$ cat src/hw/rtl/gcs_pkg.sv
// shared types, constants and helpers for the golomb coded set decoder
`timescale 1ns / 1ps
`default_nettype none

package gcs_pkg;

  localparam int DATA_W   = 8;
  localparam int DIV_W    = 16;
  localparam int MEMBER_W = 32;
  localparam int DELTA_W  = 32;
  localparam int LEFT_W   = 5;
  localparam int CNT_W    = 3;

  localparam logic [DIV_W-1:0] DIVISOR_RESET = 16'd50;

  // top level sequencer states
  typedef enum logic [1:0] {
    ST_IDLE,
    ST_BITS,
    ST_CLOSE,
    ST_FLUSH
  } state_t;

  // one result word before the run end flag is known
  typedef struct packed {
    logic [MEMBER_W-1:0] member;
    logic                member_valid;
    logic                set_done;
  } res_t;

  // sequencer to bit engine
  typedef struct packed {
    logic load;
    logic step;
    logic close;
  } eng_ctrl_t;

  // bit engine to sequencer
  typedef struct packed {
    logic produce;
  } eng_stat_t;

  // sequencer to output stage
  typedef struct packed {
    logic push;
    logic flush;
  } ostage_ctrl_t;

  // output stage to sequencer
  typedef struct packed {
    logic hold_valid;
    logic out_free;
    logic blocked;
  } ostage_stat_t;

  // remainder width: bits needed to hold divisor-1
  function automatic logic [LEFT_W-1:0] rem_width(input logic [DIV_W-1:0] divisor);
    logic [DIV_W-1:0]  v;
    logic [LEFT_W-1:0] n;
    v = divisor - DIV_W'(1);
    n = '0;
    for (int i = 0; i < DIV_W; i++) begin
      if (v[i]) begin
        n = LEFT_W'(i + 1);
      end
    end
    return n;
  endfunction

endpackage

`default_nettype wire

$ cat src/hw/rtl/gcs_bit_engine.sv
// bit serial golomb code engine: byte shift register, delta and running sum
`timescale 1ns / 1ps
`default_nettype none

module gcs_bit_engine #(
  parameter int SUM_WIDTH = 32
) (
  input  wire                         clk,
  input  wire                         rst_n,
  input  wire                         cfg_we,
  input  wire  [gcs_pkg::DIV_W-1:0]   cfg_wdata,
  input  wire  [gcs_pkg::DATA_W-1:0]  load_byte,
  input  gcs_pkg::eng_ctrl_t          ctrl,
  output gcs_pkg::eng_stat_t          stat,
  output logic [SUM_WIDTH-1:0]        sum_out
);

  logic [gcs_pkg::DIV_W-1:0]   divisor_r;
  logic [gcs_pkg::LEFT_W-1:0]  rem_w_r;
  logic [gcs_pkg::DATA_W-1:0]  sh_r, sh_nxt;
  logic                        in_rem_r, in_rem_nxt;
  logic [gcs_pkg::DELTA_W-1:0] partial_r, partial_nxt;
  logic [gcs_pkg::LEFT_W-1:0]  left_r, left_nxt;
  logic [gcs_pkg::DIV_W-1:0]   rem_r, rem_nxt;
  logic [SUM_WIDTH-1:0]        prev_r, prev_nxt;
  logic [SUM_WIDTH-1:0]        base_r, base_nxt;

  logic                        cur_bit;
  logic                        finish;
  logic [SUM_WIDTH-1:0]        sum_new;

  // divisor register and its remainder width
  always_ff @(posedge clk) begin
    if (!rst_n) begin
      divisor_r <= gcs_pkg::DIVISOR_RESET;
      rem_w_r   <= gcs_pkg::rem_width(gcs_pkg::DIVISOR_RESET);
    end else if (cfg_we) begin
      divisor_r <= cfg_wdata;
      rem_w_r   <= gcs_pkg::rem_width(cfg_wdata);
    end
  end

  // decode of the bit at the head of the shift register
  always_comb begin
    cur_bit     = sh_r[gcs_pkg::DATA_W-1];
    in_rem_nxt  = in_rem_r;
    partial_nxt = partial_r;
    left_nxt    = left_r;
    rem_nxt     = rem_r;
    base_nxt    = base_r;
    finish      = 1'b0;
    sum_new     = prev_r;
    if (!in_rem_r) begin
      if (cur_bit) begin
        // unary one adds the divisor
        partial_nxt = partial_r + gcs_pkg::DELTA_W'(divisor_r);
      end else begin
        // quotient ends, fold it into the sum base
        base_nxt = prev_r + partial_r[SUM_WIDTH-1:0];
        rem_nxt  = '0;
        if (rem_w_r == '0) begin
          finish  = 1'b1;
          sum_new = base_nxt;
        end else begin
          in_rem_nxt = 1'b1;
          left_nxt   = rem_w_r;
        end
      end
    end else begin
      // remainder bits shift in msb first
      rem_nxt  = {rem_r[gcs_pkg::DIV_W-2:0], cur_bit};
      left_nxt = left_r - gcs_pkg::LEFT_W'(1);
      if (left_r == gcs_pkg::LEFT_W'(1)) begin
        finish  = 1'b1;
        sum_new = base_r + SUM_WIDTH'(rem_nxt);
      end
    end
    if (finish) begin
      in_rem_nxt  = 1'b0;
      partial_nxt = '0;
      left_nxt    = '0;
      rem_nxt     = '0;
    end
    // a zero delta leaves the sum unchanged and emits nothing
    stat.produce = finish && (sum_new != prev_r);
    prev_nxt     = sum_new;
    sum_out      = sum_new;
  end

  // byte shift register and delta base
  always_ff @(posedge clk) begin
    if (ctrl.load) begin
      sh_r <= load_byte;
    end else if (ctrl.step) begin
      sh_r <= sh_nxt;
    end
    if (ctrl.step) begin
      base_r <= base_nxt;
    end
  end

  assign sh_nxt = {sh_r[gcs_pkg::DATA_W-2:0], 1'b0};

  // code state and running sum
  always_ff @(posedge clk) begin
    if (!rst_n || ctrl.close) begin
      in_rem_r  <= 1'b0;
      partial_r <= '0;
      left_r    <= '0;
      rem_r     <= '0;
      prev_r    <= '0;
    end else if (ctrl.step) begin
      in_rem_r  <= in_rem_nxt;
      partial_r <= partial_nxt;
      left_r    <= left_nxt;
      rem_r     <= rem_nxt;
      prev_r    <= prev_nxt;
    end
  end

endmodule

`default_nettype wire

$ cat src/hw/rtl/gcs_out_stage.sv
// result hold register and output register with run end marking
`timescale 1ns / 1ps
`default_nettype none

module gcs_out_stage (
  input  wire                  clk,
  input  wire                  rst_n,
  input  gcs_pkg::ostage_ctrl_t ctrl,
  input  gcs_pkg::res_t        res_in,
  output gcs_pkg::ostage_stat_t stat,
  output logic                 out_tvalid,
  input  wire                  out_tready,
  output gcs_pkg::res_t        out_res,
  output logic                 out_run_end
);

  gcs_pkg::res_t hold_r, hold_nxt;
  logic          hold_v_r, hold_v_nxt;
  gcs_pkg::res_t out_r, out_nxt;
  logic          out_v_r, out_v_nxt;
  logic          out_end_r, out_end_nxt;
  logic          out_free;

  // a new word pushes the held one out; the held word leaves last on flush
  always_comb begin
    out_free    = !out_v_r || out_tready;
    hold_nxt    = hold_r;
    hold_v_nxt  = hold_v_r;
    out_nxt     = out_r;
    out_end_nxt = out_end_r;
    out_v_nxt   = out_v_r && !out_tready;
    if (ctrl.push) begin
      if (hold_v_r) begin
        out_nxt     = hold_r;
        out_end_nxt = 1'b0;
        out_v_nxt   = 1'b1;
      end
      hold_nxt   = res_in;
      hold_v_nxt = 1'b1;
    end else if (ctrl.flush && hold_v_r && out_free) begin
      out_nxt     = hold_r;
      out_end_nxt = 1'b1;
      out_v_nxt   = 1'b1;
      hold_v_nxt  = 1'b0;
    end
    stat.hold_valid = hold_v_r;
    stat.out_free   = out_free;
    stat.blocked    = hold_v_r && !out_free;
  end

  // payload registers
  always_ff @(posedge clk) begin
    hold_r    <= hold_nxt;
    out_r     <= out_nxt;
    out_end_r <= out_end_nxt;
  end

  // valid flags
  always_ff @(posedge clk) begin
    if (!rst_n) begin
      hold_v_r <= 1'b0;
      out_v_r  <= 1'b0;
    end else begin
      hold_v_r <= hold_v_nxt;
      out_v_r  <= out_v_nxt;
    end
  end

  assign out_tvalid  = out_v_r;
  assign out_res     = out_r;
  assign out_run_end = out_end_r;

endmodule

`default_nettype wire

$ cat src/hw/rtl/golomb_set_stream_decoder_top.sv
// top level of the golomb coded set stream decoder: sequencer and assertions
//
//  channel | direction | tdata                | tuser                     | tlast
//  in_     | in        | [7:0] data_byte      | -                         | last_byte
//  out_    | out       | [31:0] member        | [0] member_valid [1] set_done | run_end
//  cfg_    | in        | cfg_wdata [15:0] divisor, written when cfg_we is high
//
// per byte: the idle state takes the word, the bits state shifts its bits through the
// bit engine one per cycle unless stalled, the close state issues the closing word if
// the byte closes the set, and the flush state releases the held result word.
// reset is synchronous and active low; it restores the divisor to 50 and clears
// the running sum. a stalled output holds the engine only when a new member is due.
`timescale 1ns / 1ps
`default_nettype none

module golomb_set_stream_decoder_top #(
  parameter int SUM_WIDTH = 32
) (
  input  wire         clk,
  input  wire         rst_n,
  input  wire         cfg_we,
  input  wire  [15:0] cfg_wdata,    // divisor
  input  wire         in_tvalid,
  output logic        in_tready,
  input  wire  [7:0]  in_tdata,     // [7:0] data_byte
  input  wire         in_tlast,     // last_byte
  output logic        out_tvalid,
  input  wire         out_tready,
  output logic [31:0] out_tdata,    // [31:0] member
  output logic [1:0]  out_tuser,    // [0] member_valid, [1] set_done
  output logic        out_tlast     // run_end
);

  localparam logic [gcs_pkg::CNT_W-1:0] CNT_LAST = gcs_pkg::CNT_W'(gcs_pkg::DATA_W - 1);

  gcs_pkg::state_t       state_r, state_nxt;
  logic [gcs_pkg::CNT_W-1:0] cnt_r;
  logic                  last_r;
  gcs_pkg::eng_ctrl_t    eng_ctrl;
  gcs_pkg::eng_stat_t    eng_stat;
  gcs_pkg::ostage_ctrl_t os_ctrl;
  gcs_pkg::ostage_stat_t os_stat;
  gcs_pkg::res_t         push_res;
  gcs_pkg::res_t         out_res;
  logic [SUM_WIDTH-1:0]  eng_sum;
  logic                  step_ok;

  gcs_bit_engine #(
    .SUM_WIDTH (SUM_WIDTH)
  ) u_engine (
    .clk       (clk),
    .rst_n     (rst_n),
    .cfg_we    (cfg_we),
    .cfg_wdata (cfg_wdata),
    .load_byte (in_tdata),
    .ctrl      (eng_ctrl),
    .stat      (eng_stat),
    .sum_out   (eng_sum)
  );

  gcs_out_stage u_out (
    .clk         (clk),
    .rst_n       (rst_n),
    .ctrl        (os_ctrl),
    .res_in      (push_res),
    .stat        (os_stat),
    .out_tvalid  (out_tvalid),
    .out_tready  (out_tready),
    .out_res     (out_res),
    .out_run_end (out_tlast)
  );

  assign step_ok = !(eng_stat.produce && os_stat.blocked);

  // next state
  always_comb begin
    state_nxt = state_r;
    case (state_r)
      gcs_pkg::ST_IDLE: begin
        if (in_tvalid) begin
          state_nxt = gcs_pkg::ST_BITS;
        end
      end
      gcs_pkg::ST_BITS: begin
        if (step_ok && cnt_r == CNT_LAST) begin
          state_nxt = last_r ? gcs_pkg::ST_CLOSE : gcs_pkg::ST_FLUSH;
        end
      end
      gcs_pkg::ST_CLOSE: begin
        if (!os_stat.blocked) begin
          state_nxt = gcs_pkg::ST_FLUSH;
        end
      end
      gcs_pkg::ST_FLUSH: begin
        if (!os_stat.hold_valid || os_stat.out_free) begin
          state_nxt = gcs_pkg::ST_IDLE;
        end
      end
      default: state_nxt = gcs_pkg::ST_IDLE;
    endcase
  end

  // sequencer outputs
  always_comb begin
    in_tready     = 1'b0;
    eng_ctrl      = '0;
    os_ctrl       = '0;
    push_res.member       = gcs_pkg::MEMBER_W'(eng_sum);
    push_res.member_valid = 1'b1;
    push_res.set_done     = 1'b0;
    case (state_r)
      gcs_pkg::ST_IDLE: begin
        in_tready     = 1'b1;
        eng_ctrl.load = in_tvalid;
      end
      gcs_pkg::ST_BITS: begin
        eng_ctrl.step = step_ok;
        os_ctrl.push  = step_ok && eng_stat.produce;
      end
      gcs_pkg::ST_CLOSE: begin
        eng_ctrl.close        = !os_stat.blocked;
        os_ctrl.push          = !os_stat.blocked;
        push_res.member       = '0;
        push_res.member_valid = 1'b0;
        push_res.set_done     = 1'b1;
      end
      gcs_pkg::ST_FLUSH: begin
        os_ctrl.flush = 1'b1;
      end
      default: begin
        in_tready = 1'b0;
      end
    endcase
  end

  // state, bit count and last flag
  always_ff @(posedge clk) begin
    if (!rst_n) begin
      state_r <= gcs_pkg::ST_IDLE;
      cnt_r   <= '0;
      last_r  <= 1'b0;
    end else begin
      state_r <= state_nxt;
      if (eng_ctrl.load) begin
        cnt_r  <= '0;
        last_r <= in_tlast;
      end else if (eng_ctrl.step) begin
        cnt_r <= cnt_r + gcs_pkg::CNT_W'(1);
      end
    end
  end

  assign out_tdata = out_res.member;
  assign out_tuser = {out_res.set_done, out_res.member_valid};

  // a held member must be gone before the next byte comes in
  a_hold_empty_on_accept: assert property (@(posedge clk) disable iff (!rst_n)
    in_tvalid && in_tready |-> !os_stat.hold_valid)
    else $error("held result still pending at byte accept");

  // the engine never finishes a member into a full output path
  a_no_step_when_blocked: assert property (@(posedge clk) disable iff (!rst_n)
    eng_ctrl.step && eng_stat.produce |-> !os_stat.blocked)
    else $error("member produced while output path full");

  // a closing word carries no member and ends its run
  a_close_word: assert property (@(posedge clk) disable iff (!rst_n)
    out_tvalid && out_tuser[1] |-> out_tdata == 32'd0 && !out_tuser[0] && out_tlast)
    else $error("malformed closing word");

  // a closing word is issued only for a byte marked last
  a_close_needs_last: assert property (@(posedge clk) disable iff (!rst_n)
    eng_ctrl.close |-> last_r)
    else $error("set closed without a last byte");

endmodule

`default_nettype wire

$ cat config.mk
export PLATFORM = sky130hd
export DESIGN_NAME = golomb_set_stream_decoder_top
export DESIGN_NICKNAME = d
export VERILOG_FILES = /design/src/hw/rtl/gcs_pkg.sv /design/src/hw/rtl/gcs_bit_engine.sv /design/src/hw/rtl/gcs_out_stage.sv /design/src/hw/rtl/golomb_set_stream_decoder_top.sv
export SDC_FILE = /design/constraint.sdc
export NUM_CORES = 1
export LEC_CHECK = 0
export BUFFER_PORTS_ARGS = -buffer_cell sky130_fd_sc_hd__buf_2
export CAP_MARGIN = 15
export CELL_PAD_IN_SITES_DETAIL_PLACEMENT = 0
export CELL_PAD_IN_SITES_GLOBAL_PLACEMENT = 1
export CORE_MARGIN = 10
export CORE_UTILIZATION = 48
export CTS_CLUSTER_SIZE = 28
export DETAILED_ROUTE_END_ITERATION = 10
export PLACE_DENSITY = 0.86
export REMOVE_ABC_BUFFERS = 1
export SYNTH_ARGS = -nofsm -noshare
export SYNTH_HDL_FRONTEND = slang
export SYNTH_SLANG_ARGS = --single-unit
$ cat constraint.sdc
create_clock -name clk -period 7.2 [get_ports clk]
set_input_delay 0.72 -clock clk [delete_from_list [all_inputs] [get_ports clk]]
set_output_delay 0.72 -clock clk [all_outputs]
set_load 0.03 [all_outputs]
==> metrics, run 1 <==
Post-DRT Antenna Nets 0; initial antenna violation count 0; RSZ-0062 raised after global routing no; Final Hold Fails 0; clock share of power 0.267; setup tns final 0 ps; clock tree sinks 223; Layout fillers 2782; Ports 67; layout cells sized above 1 0.102; top cell type's share of synthesized area 0.224; ys flop type dfxtp_1; WL/cell 21.5 µm; final worst slack 1090 ps; period utilization 0.849; Leakage 6.16 nW; post-route insts no fill roughly 2.1k; RR Endpoint u_engine.partial_r[16]; critical path endpoint category flip-flop; PortBufs 66; max cap viols 0; largest net degree at the start of global routing 77; Setup WS pre-CTS 1180 ps; CTS clock-pin slew for the worst setup and hold paths 60 ps; worst-path fanout max 26; H-Tree Level Count 1; fmax roughly 0.16 GHz; r2r startpoint u_engine.sh_r[7]; final core occ 0.538; Critical Path RT 7630 ps; slowest cell on the critical path a2111oi_0; post-synth cell types 81; fin area 0.0161 mm²; placed cell areas 0.0153 mm²; Mean Syn Cell Area 8.72 µm²; WP buf/inv 1; die area 0.0379 mm²; ys async rst share 0; fin. max-slew vios 0; TritonCTS clock tree yes; total power draw 4.92 mW; outcome finished, final reports clean; worst path cell trace ha_1, fa_1, a211oi_1, nor3_1, nand4_1, a2111oi_0, xnor2_1, a22oi_1, mux2i_1, nand3_1, or4_4, o41ai_4, buf_4, and2_1, o21ai_0, a32o_1; Starting Density 0.490; Inserted Clock Buffers 25; Comb power frac 0.351; CP arrival 6540 ps; Synth-to-Final Area Change 9.86%; register area share after synthesis 0.379; min-delay worst type flip-flop to flip-flop; family with the most delay on the worst path simple AND/OR/NAND/NOR gates; Vias per Instance 6.38; Worst Setup EP u_engine.partial_r[16]; global-route wire length before repair 71100 µm; final hold slack 418 ps; dpl cells 2055; Worst R2R Setup Slack 1090 ps; final WL 45100 µm; Post-Route Skew about 20 ps; maximum clock insertion buffer count 3; detailed placer's ending HPWL 33300 µm; Reg power frac 0.382; fin crit period 6110 ps; FP Rows 63; worst-margin pin slew 999 ps; Worst path max stage delay 710 ps; crit path launch u_engine.sh_r[7]; First DRT Iteration DRCs 1239; GRT overflow 0; overall die height 195 µm; via count around 13k; final setup fails 0; area leader, netlist edfxtp_1; Switching Share 0.390; die span in x 195 µm; PwrDens 306 mW/mm²; Worst-Skew Late Latency 550 ps; Total GRT Usage 0.228; vias in the first global route 12.6k; VDD IR max 164 µV; PostCTS Resize Cnt 0; router iterations before antenna repair 8; Core ar. roughly 0.03 mm²; residual DRC count 0; Ant. Diodes 0; internal power around 3.0 mW; number of cells on the worst reg-to-reg path 16; Mapped Area 0.0146 mm²; YS warnings 0; WS Path Type flip-flop to flip-flop; Synth Instances 1679; Final Wtd Congestion 0.952; Post-CTS Setup Bufs 0; root buf cell clkbuf_16; Hold-fix buffers, CTS 0; Net Sw Power 1.92 mW; FF+latch count, synth roughly 220; startpoint types flip-flop; Post-synth EDFFs 109; Levels on crit path 16; final-stage net count about 1.8k; synth top area cells edfxtp_1 22%, dfxtp_1 16%, ha_1 6.2%, nor2_1 4.6%, a21oi_1 4.4%; Worst slew margin 0.328
state kept, by name (all words and copies together), names as in the netlist:
signal	cells
cnt_r	3
last_r	1
state_r	2
u_engine.base_r	32
u_engine.divisor_r	16
u_engine.in_rem_r	1
u_engine.left_r	5
u_engine.partial_r	32
u_engine.prev_r	32
u_engine.rem_r	15
u_engine.rem_w_r	5
u_engine.sh_r	8
u_out.hold_r	34
u_out.hold_v_r	1
u_out.out_res	34
u_out.out_run_end	1
u_out.out_tvalid	1
area by class of cell:
cell class | count | area [µm²] | area share
Multi-Input combinational cell | 1313 | 8570 | 0.533
Sequential cell | 223 | 5560 | 0.345
Clock buffer | 28 | 647 | 0.0402
Tap cell | 390 | 488 | 0.0303
Timing Repair Buffer | 84 | 465 | 0.0289
Clock inverter | 18 | 186 | 0.0116
Inverter | 45 | 169 | 0.0105
logic make-up after synthesis:
| family | synth area share |
|---|---|
| xor+xnor | 0.0514 |
| compound gates | 0.227 |
| mux | 0.0333 |
| fa+ha+maj | 0.0665 |
| simple gates | 0.204 |
| flops | 0.379 |
| buf+inv | 0.0381 |
per-layer routing:
metal	GRT usage	vias up	wire, µm
li1	-	6348	-
met5	0	-	0
met1	0.309	6433	19500
met4	0.0835	0	1670
met3	0.0286	100	3510
met2	0.363	516	20500
placed cells by master, fill, tap and decap left out, drive strengths merged, types with 10 or more instances in the layout:
cell type,instances
nor2,181
nand2,148
a21oi,128
dfxtp,114
edfxtp,109
buf,84
o21ai,81
ha,73
nand3,59
xnor2,48
nor3,46
inv,46
xor2,38
a211oi,37
mux2i,33
nand4,31
clkbuf,28
a22oi,23
or3,22
nand2b,21
o22ai,21
o21a,19
a21o,18
o211ai,18
a31oi,17
and2,16
and3,16
nor4,15
mux2,14
or4,11
a2111oi,10
cells in the mapped netlist (7+ instances only):
cell	instances
dfxtp_1	114
a311oi_1	7
a21oi_1	128
buf_2	11
xor2_1	38
o21ai_0	80
a2111oi_0	9
and2_1	16
ha_1	73
nand4_1	31
xnor2_1	48
nand3_1	59
clkbuf_1	78
nor3_1	46
o32ai_1	7
buf_1	8
mux2i_1	33
or3_1	22
edfxtp_1	109
nor4_1	15
or4_1	10
nand2_1	147
o22ai_1	21
and3_1	16
nor3b_1	9
a21o_1	18
a31o_2	8
nand2b_1	21
nand3b_1	9
nor2b_1	9
o21a_1	18
inv_1	44
o21bai_1	7
a21boi_0	7
mux2_2	14
nor2_1	180
a31oi_1	17
o211ai_1	18
a211oi_1	37
a22oi_1	23
worst min-delay path by stage:
stage | startpoint | to | slack (ps) | cells past startpoint
floorplan | u_out.hold_r[0] | u_out.out_res[0] | 400 | 0
global placement | u_out.hold_r[22] | u_out.out_res[22] | 400 | 0
detailed placement | u_out.hold_r[13] | u_out.out_res[13] | 410 | 0
CTS | in_tlast | last_r | 410 | 3
global route | u_out.hold_r[9] | u_out.out_res[9] | 430 | 0
finish | u_out.hold_r[4] | u_out.out_res[4] | 420 | 0
power groups by stage:
| stage | clock network [mW] | registers, mW | logic (mW) |
|---|---|---|---|
| detailed placement | 0 | 1.90 | 1.69 |
| global route | 1.39 | 1.90 | 1.87 |
| CTS | 1.33 | 1.87 | 1.70 |
| finish | 1.31 | 1.88 | 1.72 |
| global placement | 0 | 1.88 | 1.67 |
| floorplan | 0 | 1.86 | 1.14 |
Power figures use the tool's default switching activity.
==> inputs of run 2 (changes only) <==
--- a/config.mk
+++ b/config.mk
@@ -5,15 +5,16 @@
 export SDC_FILE = /design/constraint.sdc
 export NUM_CORES = 1
 export LEC_CHECK = 0
+export ABC_AREA = 1
 export BUFFER_PORTS_ARGS = -buffer_cell sky130_fd_sc_hd__buf_2
 export CAP_MARGIN = 15
 export CELL_PAD_IN_SITES_DETAIL_PLACEMENT = 0
 export CELL_PAD_IN_SITES_GLOBAL_PLACEMENT = 1
 export CORE_MARGIN = 10
-export CORE_UTILIZATION = 48
+export CORE_UTILIZATION = 41
 export CTS_CLUSTER_SIZE = 28
 export DETAILED_ROUTE_END_ITERATION = 10
-export PLACE_DENSITY = 0.86
+export PLACE_DENSITY = 0.82
 export REMOVE_ABC_BUFFERS = 1
 export SYNTH_ARGS = -nofsm -noshare
 export SYNTH_HDL_FRONTEND = slang
==> constraint.sdc (replaced) <==
create_clock -name clk -period 4.89 [get_ports clk]
set_input_delay 0.489 -clock clk [delete_from_list [all_inputs] [get_ports clk]]
set_output_delay 0.489 -clock clk [all_outputs]
set_load 0.03 [all_outputs]
==> run 2 against run 1 <==
Against the previous run:
- synthesized area up 5.8%
- sequential share of layout area fell by 2.5 points
- utilization decreased by 7.5 points
- hold slack got worse by 220 ps
- sequential power grew 58%
- first-iteration DRC count fell by 14%
- cell count rose by 39%
- die area grew 21%
- clock-buffer cell count increased by 6
- synthesized cell count is 39% higher
- register-to-register slack got worse by 420 ps
- critical endpoint is now u_engine.base_r[25]
==> metrics, run 2 <==
Critical Path RT 5100 ps (-2530 ps); VDD IR max 317 µV (+94%); fin. max-slew vios 0 (unchanged); critical path endpoint category flip-flop; CTS clock-pin slew for the worst setup and hold paths 60 ps (about the same); post-synth cell types 49 (-40%); final WL 47100 µm (+4.3%); min-delay worst type input port to flip-flop; Ant. Diodes 0 (unchanged); Post-CTS Setup Bufs 0 (unchanged); Final Wtd Congestion 0.912 (-4.2%); worst path cell trace ha_1, nand3_2, inv_2, nor2_4, inv_2, buf_4, nor2_1, nor2_1, nand2_1, nand2_1, nand2_1, nor2_1, nand2_1, nor2_2, nand3_2, nand2_4, nand2_2, nor3_2, buf_4; r2r startpoint u_engine.left_r[0]; Ports 67 (unchanged); RR Endpoint u_engine.base_r[25]; most used cell, CP nand2_1; Worst path max stage delay 450 ps (-260 ps); Post-DRT Antenna Nets 0 (unchanged); Mean Syn Cell Area 6.64 µm² (-24%); PwrDens 504 mW/mm² (+65%); initial antenna violation count 0 (unchanged); H-Tree Level Count 1 (unchanged); maximum clock insertion buffer count 3 (unchanged); die span in x 214 µm (+10%); setup tns final 0 ps (unchanged); final worst slack 667 ps (-419 ps); fmax 0.237 GHz (+45%); Synth-to-Final Area Change 12.1%; FP Rows 71 (+13%); fin crit period 4220 ps (-1890 ps); Mapped Area 0.0155 mm² (+5.8%); worst-margin pin slew 907 ps (-92.0 ps); startpoint types flip-flop; most frequent cells in the layout 797 x nand2_1, 302 x inv_1, 231 x nor2_1; PortBufs 66 (unchanged); commonest non-fill, non-tap cell in the layout nand2_1; First DRT Iteration DRCs 1064 (-14%); number of cells on the worst reg-to-reg path 19 (+3); WL/cell 16.1 µm (-25%); global-route wire length before repair 75000 µm (+5.6%); area leader, netlist edfxtp_1; ys flop type dfxtp_1; Leakage 8.11 nW (+32%); root buf cell clkbuf_16; FF+latch count, synth 223 (unchanged); YS warnings 0 (unchanged); Post-synth EDFFs 109 (unchanged); Starting Density 0.413 (-0.0770); Post-Route Skew 8.90 ps (-11.0 ps); Core ar. 0.0375 mm² (+25%); max cap viols 0 (unchanged); TritonCTS clock tree yes; Worst slew margin 0.394 (+0.0660); placed cell areas 0.0164 mm² (+7.4%); Worst-Skew Late Latency 560 ps (about the same); Final Hold Fails 0 (unchanged); final-stage net count 2500 (+39%); outcome finished, final reports clean; vias in the first global route 14.1k (+12%); CP arrival 4430 ps (-2110 ps); crit path launch u_engine.left_r[0]; PostCTS Resize Cnt 0 (unchanged); final core occ 0.463 (-0.0753); Worst R2R Setup Slack 670 ps (-420 ps); residual DRC count 0 (unchanged); worst-path fanout max 32 (+23%); register area share after synthesis 0.359 (-0.0207); clock tree sinks 223 (unchanged); largest net degree at the start of global routing 52 (-32%); via count 14.7k (+9.7%); layout cells sized above 1 0.0720 (-0.0303); total power draw 8.74 mW (+78%); Inserted Clock Buffers 28 (+12%); WS Path Type flip-flop to flip-flop; router iterations before antenna repair 5 (-3); Hold-fix buffers, CTS 0 (unchanged); Setup WS pre-CTS 705 ps (-473 ps); most common cell in the netlist nand2_1; Worst Setup EP u_engine.base_r[25]; synth top area cells edfxtp_1 21%, nand2_1 19%, dfxtp_1 15%, inv_1 7.3%, a21oi_1 6.1%; period utilization 0.864 (+0.0144); Vias per Instance 5.02 (-21%); fin area 0.0174 mm² (+7.9%); Synth Instances 2334 (+39%); die area 0.0459 mm² (+21%); Post-synth top cells 798 x nand2_1, 302 x inv_1, 231 x nor2_1; Total GRT Usage 0.199 (-0.0288); overall die height 214 µm (+10%); GRT overflow 0 (unchanged); slowest cell on the critical path inv_2; ys async rst share 0 (unchanged); RSZ-0062 raised after global routing no; top cell type's share of synthesized area 0.211 (-0.0122); detailed placer's ending HPWL 36500 µm (+9.6%); final setup fails 0 (unchanged)
run 2: area by class of cell:
type	count	area, µm²
Tap cell	511	639
Fill cell	3915	20100
Multi-Input combinational cell	1738	8500
Sequential cell	223	5560
Clock buffer	34	744
Inverter	318	1190
Timing Repair Buffer	85	498
Clock inverter	18	231
run 2: where the power goes:
group / leakage [nW] / internal [mW] / switching (mW) / total, mW
clock network: 0.469 / 1.35 / 0.850 / 2.20
registers: 1.94 / 2.59 / 0.382 / 2.97
logic: 5.70 / 1.11 / 2.47 / 3.58
run 2: cell families after synthesis:
logic type	Yosys count	synth area share
flops	223	0.359
compound gates	298	0.102
fa+ha+maj	76	0.0629
buf+inv	373	0.0935
simple gates	1318	0.357
xor+xnor	46	0.0260
run 2: worst max-delay path, delay by kind of cell, from the launching register on:
kind	cells	cell delay, ps
buffers and inverters	4	1440
adders and majority gates	1	180
DFF	1	380
and+or+nand+nor	14	1820
run 2: worst min path at each step:
| stage | start | to | slack, ps | cells after the start |
|---|---|---|---|---|
| after floorplan | u_out.hold_r[0] | u_out.out_res[0] | 400 | 0 |
| after global placement | u_out.hold_r[16] | u_out.out_res[16] | 400 | 0 |
| after detailed placement | u_out.hold_r[18] | u_out.out_res[18] | 400 | 0 |
| after CTS | cfg_wdata[15] | u_engine.divisor_r[15] | 170 | 3 |
| after global routing | in_tdata[2] | u_engine.sh_r[2] | 190 | 3 |
| final | in_tdata[2] | u_engine.sh_r[2] | 190 | 3 |
run 2: stage by stage:
| stage | hold slack [ps] | cells |
|---|---|---|
| CTS | 174 | 2927 |
| floorplan | 400 | 2279 |
| global route | 193 | 2927 |
| global placement | 401 | 2875 |
| detailed placement | 405 | 2875 |
| finish | 194 | 2927 |
run 2: per-layer routing:
layer	up-vias	global-route usage	routed length, µm
li1	7628	-	-
met1	6685	0.268	22000
met2	337	0.331	21700
met3	53	0.0257	2530
met4	0	0.0485	890
met5	-	0	0
==> inputs of run 3 (changes only) <==
--- a/config.mk
+++ b/config.mk
@@ -10,6 +10,7 @@
 export CAP_MARGIN = 15
 export CELL_PAD_IN_SITES_DETAIL_PLACEMENT = 0
 export CELL_PAD_IN_SITES_GLOBAL_PLACEMENT = 1
+export CORE_ASPECT_RATIO = 0.8
 export CORE_MARGIN = 10
 export CORE_UTILIZATION = 41
 export CTS_CLUSTER_SIZE = 28
==> run 3 against run 2 <==
Against the previous run:
- sequential cell count unchanged
- hold slack better by 9.7 ps
- sequential share of layout area increased by 0.38 points
- largest power group unchanged
- combinational power grew 1%
- sequential power is essentially flat
- non-clock buffer count is 1 higher
- register-to-register slack gained 30 ps
- maximum frequency rose by 0.84%
- cell area down 1.2%
- utilization decreased by 0.19 points
- total power down 2.7%
==> metrics, run 3 (synthesized netlist as in run 2, its figures left out) <==
period utilization 0.857 (-0.00716); final setup fails 0 (unchanged); Critical Path RT 5110 ps (about the same); layout cells sized above 1 0.0688 (-0.00320); startpoint types flip-flop; number of cells on the worst reg-to-reg path 22 (+3); VDD IR max 231 µV (-27%); vias in the first global route 13.7k (-2.8%); setup tns final 0 ps (unchanged); Leakage 8.04 nW (-0.93%); CP arrival 4410 ps (-20 ps); CTS clock-pin slew for the worst setup and hold paths 60 ps (about the same); Layout fillers 3873 (-1.1%); Starting Density 0.416 (+0.00314); initial antenna violation count 1 (+1); clock tree sinks 223 (unchanged); TritonCTS clock tree yes; commonest non-fill, non-tap cell in the layout nand2_1; Synth-to-Final Area Change 10.8%; FP Rows 63 (-11%); met3 WL 3400 µm (+34%); die area 0.0460 mm² (+0.10%); footprint of the multi-input gates 0.00850 mm² (unchanged); fin area 0.0172 mm² (-1.2%); PostCTS Resize Cnt 0 (unchanged); Core ar. 0.0372 mm² (-0.75%); First DRT Iteration DRCs 1176 (+11%); WP buf/inv 1 (-3); DR top layer met4; Post-DRT Antenna Nets 0 (unchanged); Post-CTS Setup Bufs 0 (unchanged); Hold-fix buffers, CTS 0 (unchanged); global-route wire length before repair 76800 µm (+2.4%); Worst slew margin 0.497 (+0.103); worst-path fanout max 35 (+9.4%); via count 14.9k (+1.2%); fmax 0.239 GHz (+0.84%); min-delay worst type input port to flip-flop; Setup WS pre-CTS 746 ps (+40.1 ps); final worst slack 702 ps (+35.0 ps); Post-Route Skew 18.3 ps (+9.39 ps); final core occ 0.461 (-0.00189); placed cell areas 0.0164 mm² (-0.21%); final-stage net count 2499 (-0.040%); met2 wire len 20200 µm (-7.1%); most used cell, CP nand2_1; critical path endpoint category flip-flop; final WL 48800 µm (+3.7%); WL/cell 16.8 µm (+4.7%); H-Tree Level Count 1 (unchanged); worst-margin pin slew 753 ps (-154 ps); PortBufs 66 (unchanged); detailed placer's ending HPWL 38200 µm (+4.6%); final hold slack 204 ps (+9.73 ps); Levels on crit path 22 (+3); overall die height 194 µm (-9.6%); Worst-Skew Late Latency 560 ps (about the same); worst hold stages 3 (unchanged); Ports 67 (unchanged); outcome finished, final reports clean; GRT overflow 0 (unchanged); largest net degree at the start of global routing 52 (unchanged); Final Wtd Congestion 0.926 (+1.5%); maximum clock insertion buffer count 3 (unchanged); Reg area 0.00556 mm² (unchanged); Total GRT Usage 0.206 (+0.00739); slowest cell on the critical path fa_1; family with the most delay on the worst path simple AND/OR/NAND/NOR gates; router iterations before antenna repair 5 (unchanged); Inserted Clock Buffers 26 (-7.1%); die span in x 237 µm (+11%); Vias per Instance 5.13 (+2.1%); fin crit period 4190 ps (-35.0 ps); RSZ-0062 raised after global routing no; worst path cell trace ha_1, fa_1, nand3_1, nand3_1, nand3_1, nand3_1, nand2_1, nand2_1, nand2_1, nand2_1, a21oi_1, nand2_1, nand2_1, nand2_1, nor2_1, nand2_1, nor2_2, nand3_2, nand2_4, nand2_2, buf_4, nand2_1; root buf cell clkbuf_16; max cap viols 0 (unchanged); Final Hold Fails 0 (unchanged); fin. max-slew vios 0 (unchanged); PwrDens 496 mW/mm² (-1.5%); most frequent cells in the layout 797 x nand2_1, 302 x inv_1, 231 x nor2_1; Worst path max stage delay 450 ps (about the same); WL met1 24400 µm (+11%); WS Path Type flip-flop to flip-flop; residual DRC count 0 (unchanged)
-- run 3: cell types whose count changed in the layout (fill, tap and decap cells not counted), moves of 2 or more --
cell,delta
clkbuf_1,+5
bufinv_16,-4
clkbuf_16,-3
clkbuf_8,+3
clkinv_4,-3
buf_4,+2
clkinvlp_4,-2
-- run 3: metrics by stage --
step / instances / power [mW]
2_1_floorplan: 2279 / 5.36
3_3_place_gp: 2852 / 6.52
3_5_place_dp: 2852 / 6.58
4_1_cts: 2899 / 8.49
5_1_grt: 2899 / 9.13
6_report: 2900 / 8.51
-- run 3: path summary, 6_finish.rpt --
path	from	to	slack [ps]
max	u_engine.sh_r[7]	u_engine.sh_r[0]	700
min	cfg_wdata[1]	u_engine.divisor_r[1]	200
max reg2reg	u_engine.sh_r[7]	u_engine.sh_r[0]	700
min reg2reg	u_out.hold_r[28]	u_out.out_res[28]	410
-- run 3: layout make-up --
cell class	count	area share
clock buffers	39	0.0425
well taps	487	0.0355
inverters	318	0.0696
clock inverters	8	0.00452
repair buffers	86	0.0287
flip-flops and latches	223	0.324
multi-input cells	1738	0.495
diodes	1	0.000146
-- run 3: routing by layer --
metal | track usage | vias to the layer above
met5 | 0 | -
met4 | 0.0392 | 0
met3 | 0.0342 | 42
met2 | 0.303 | 428
met1 | 0.309 | 6780
li1 | - | 7625
-- run 3: worst min-delay path: cells and delay by family --
family                 cells  cell delay, ps
AO/OA/AOI/OAI              2             120
buffers and inverters      1             110
-- run 3: power breakdown --
| group | total, mW | internal [mW] | switching [mW] |
|---|---|---|---|
| Combinational | 3.62 | 1.11 | 2.51 |
| Clock | 1.90 | 1.08 | 0.818 |
| Sequential | 2.99 | 2.59 | 0.403 |
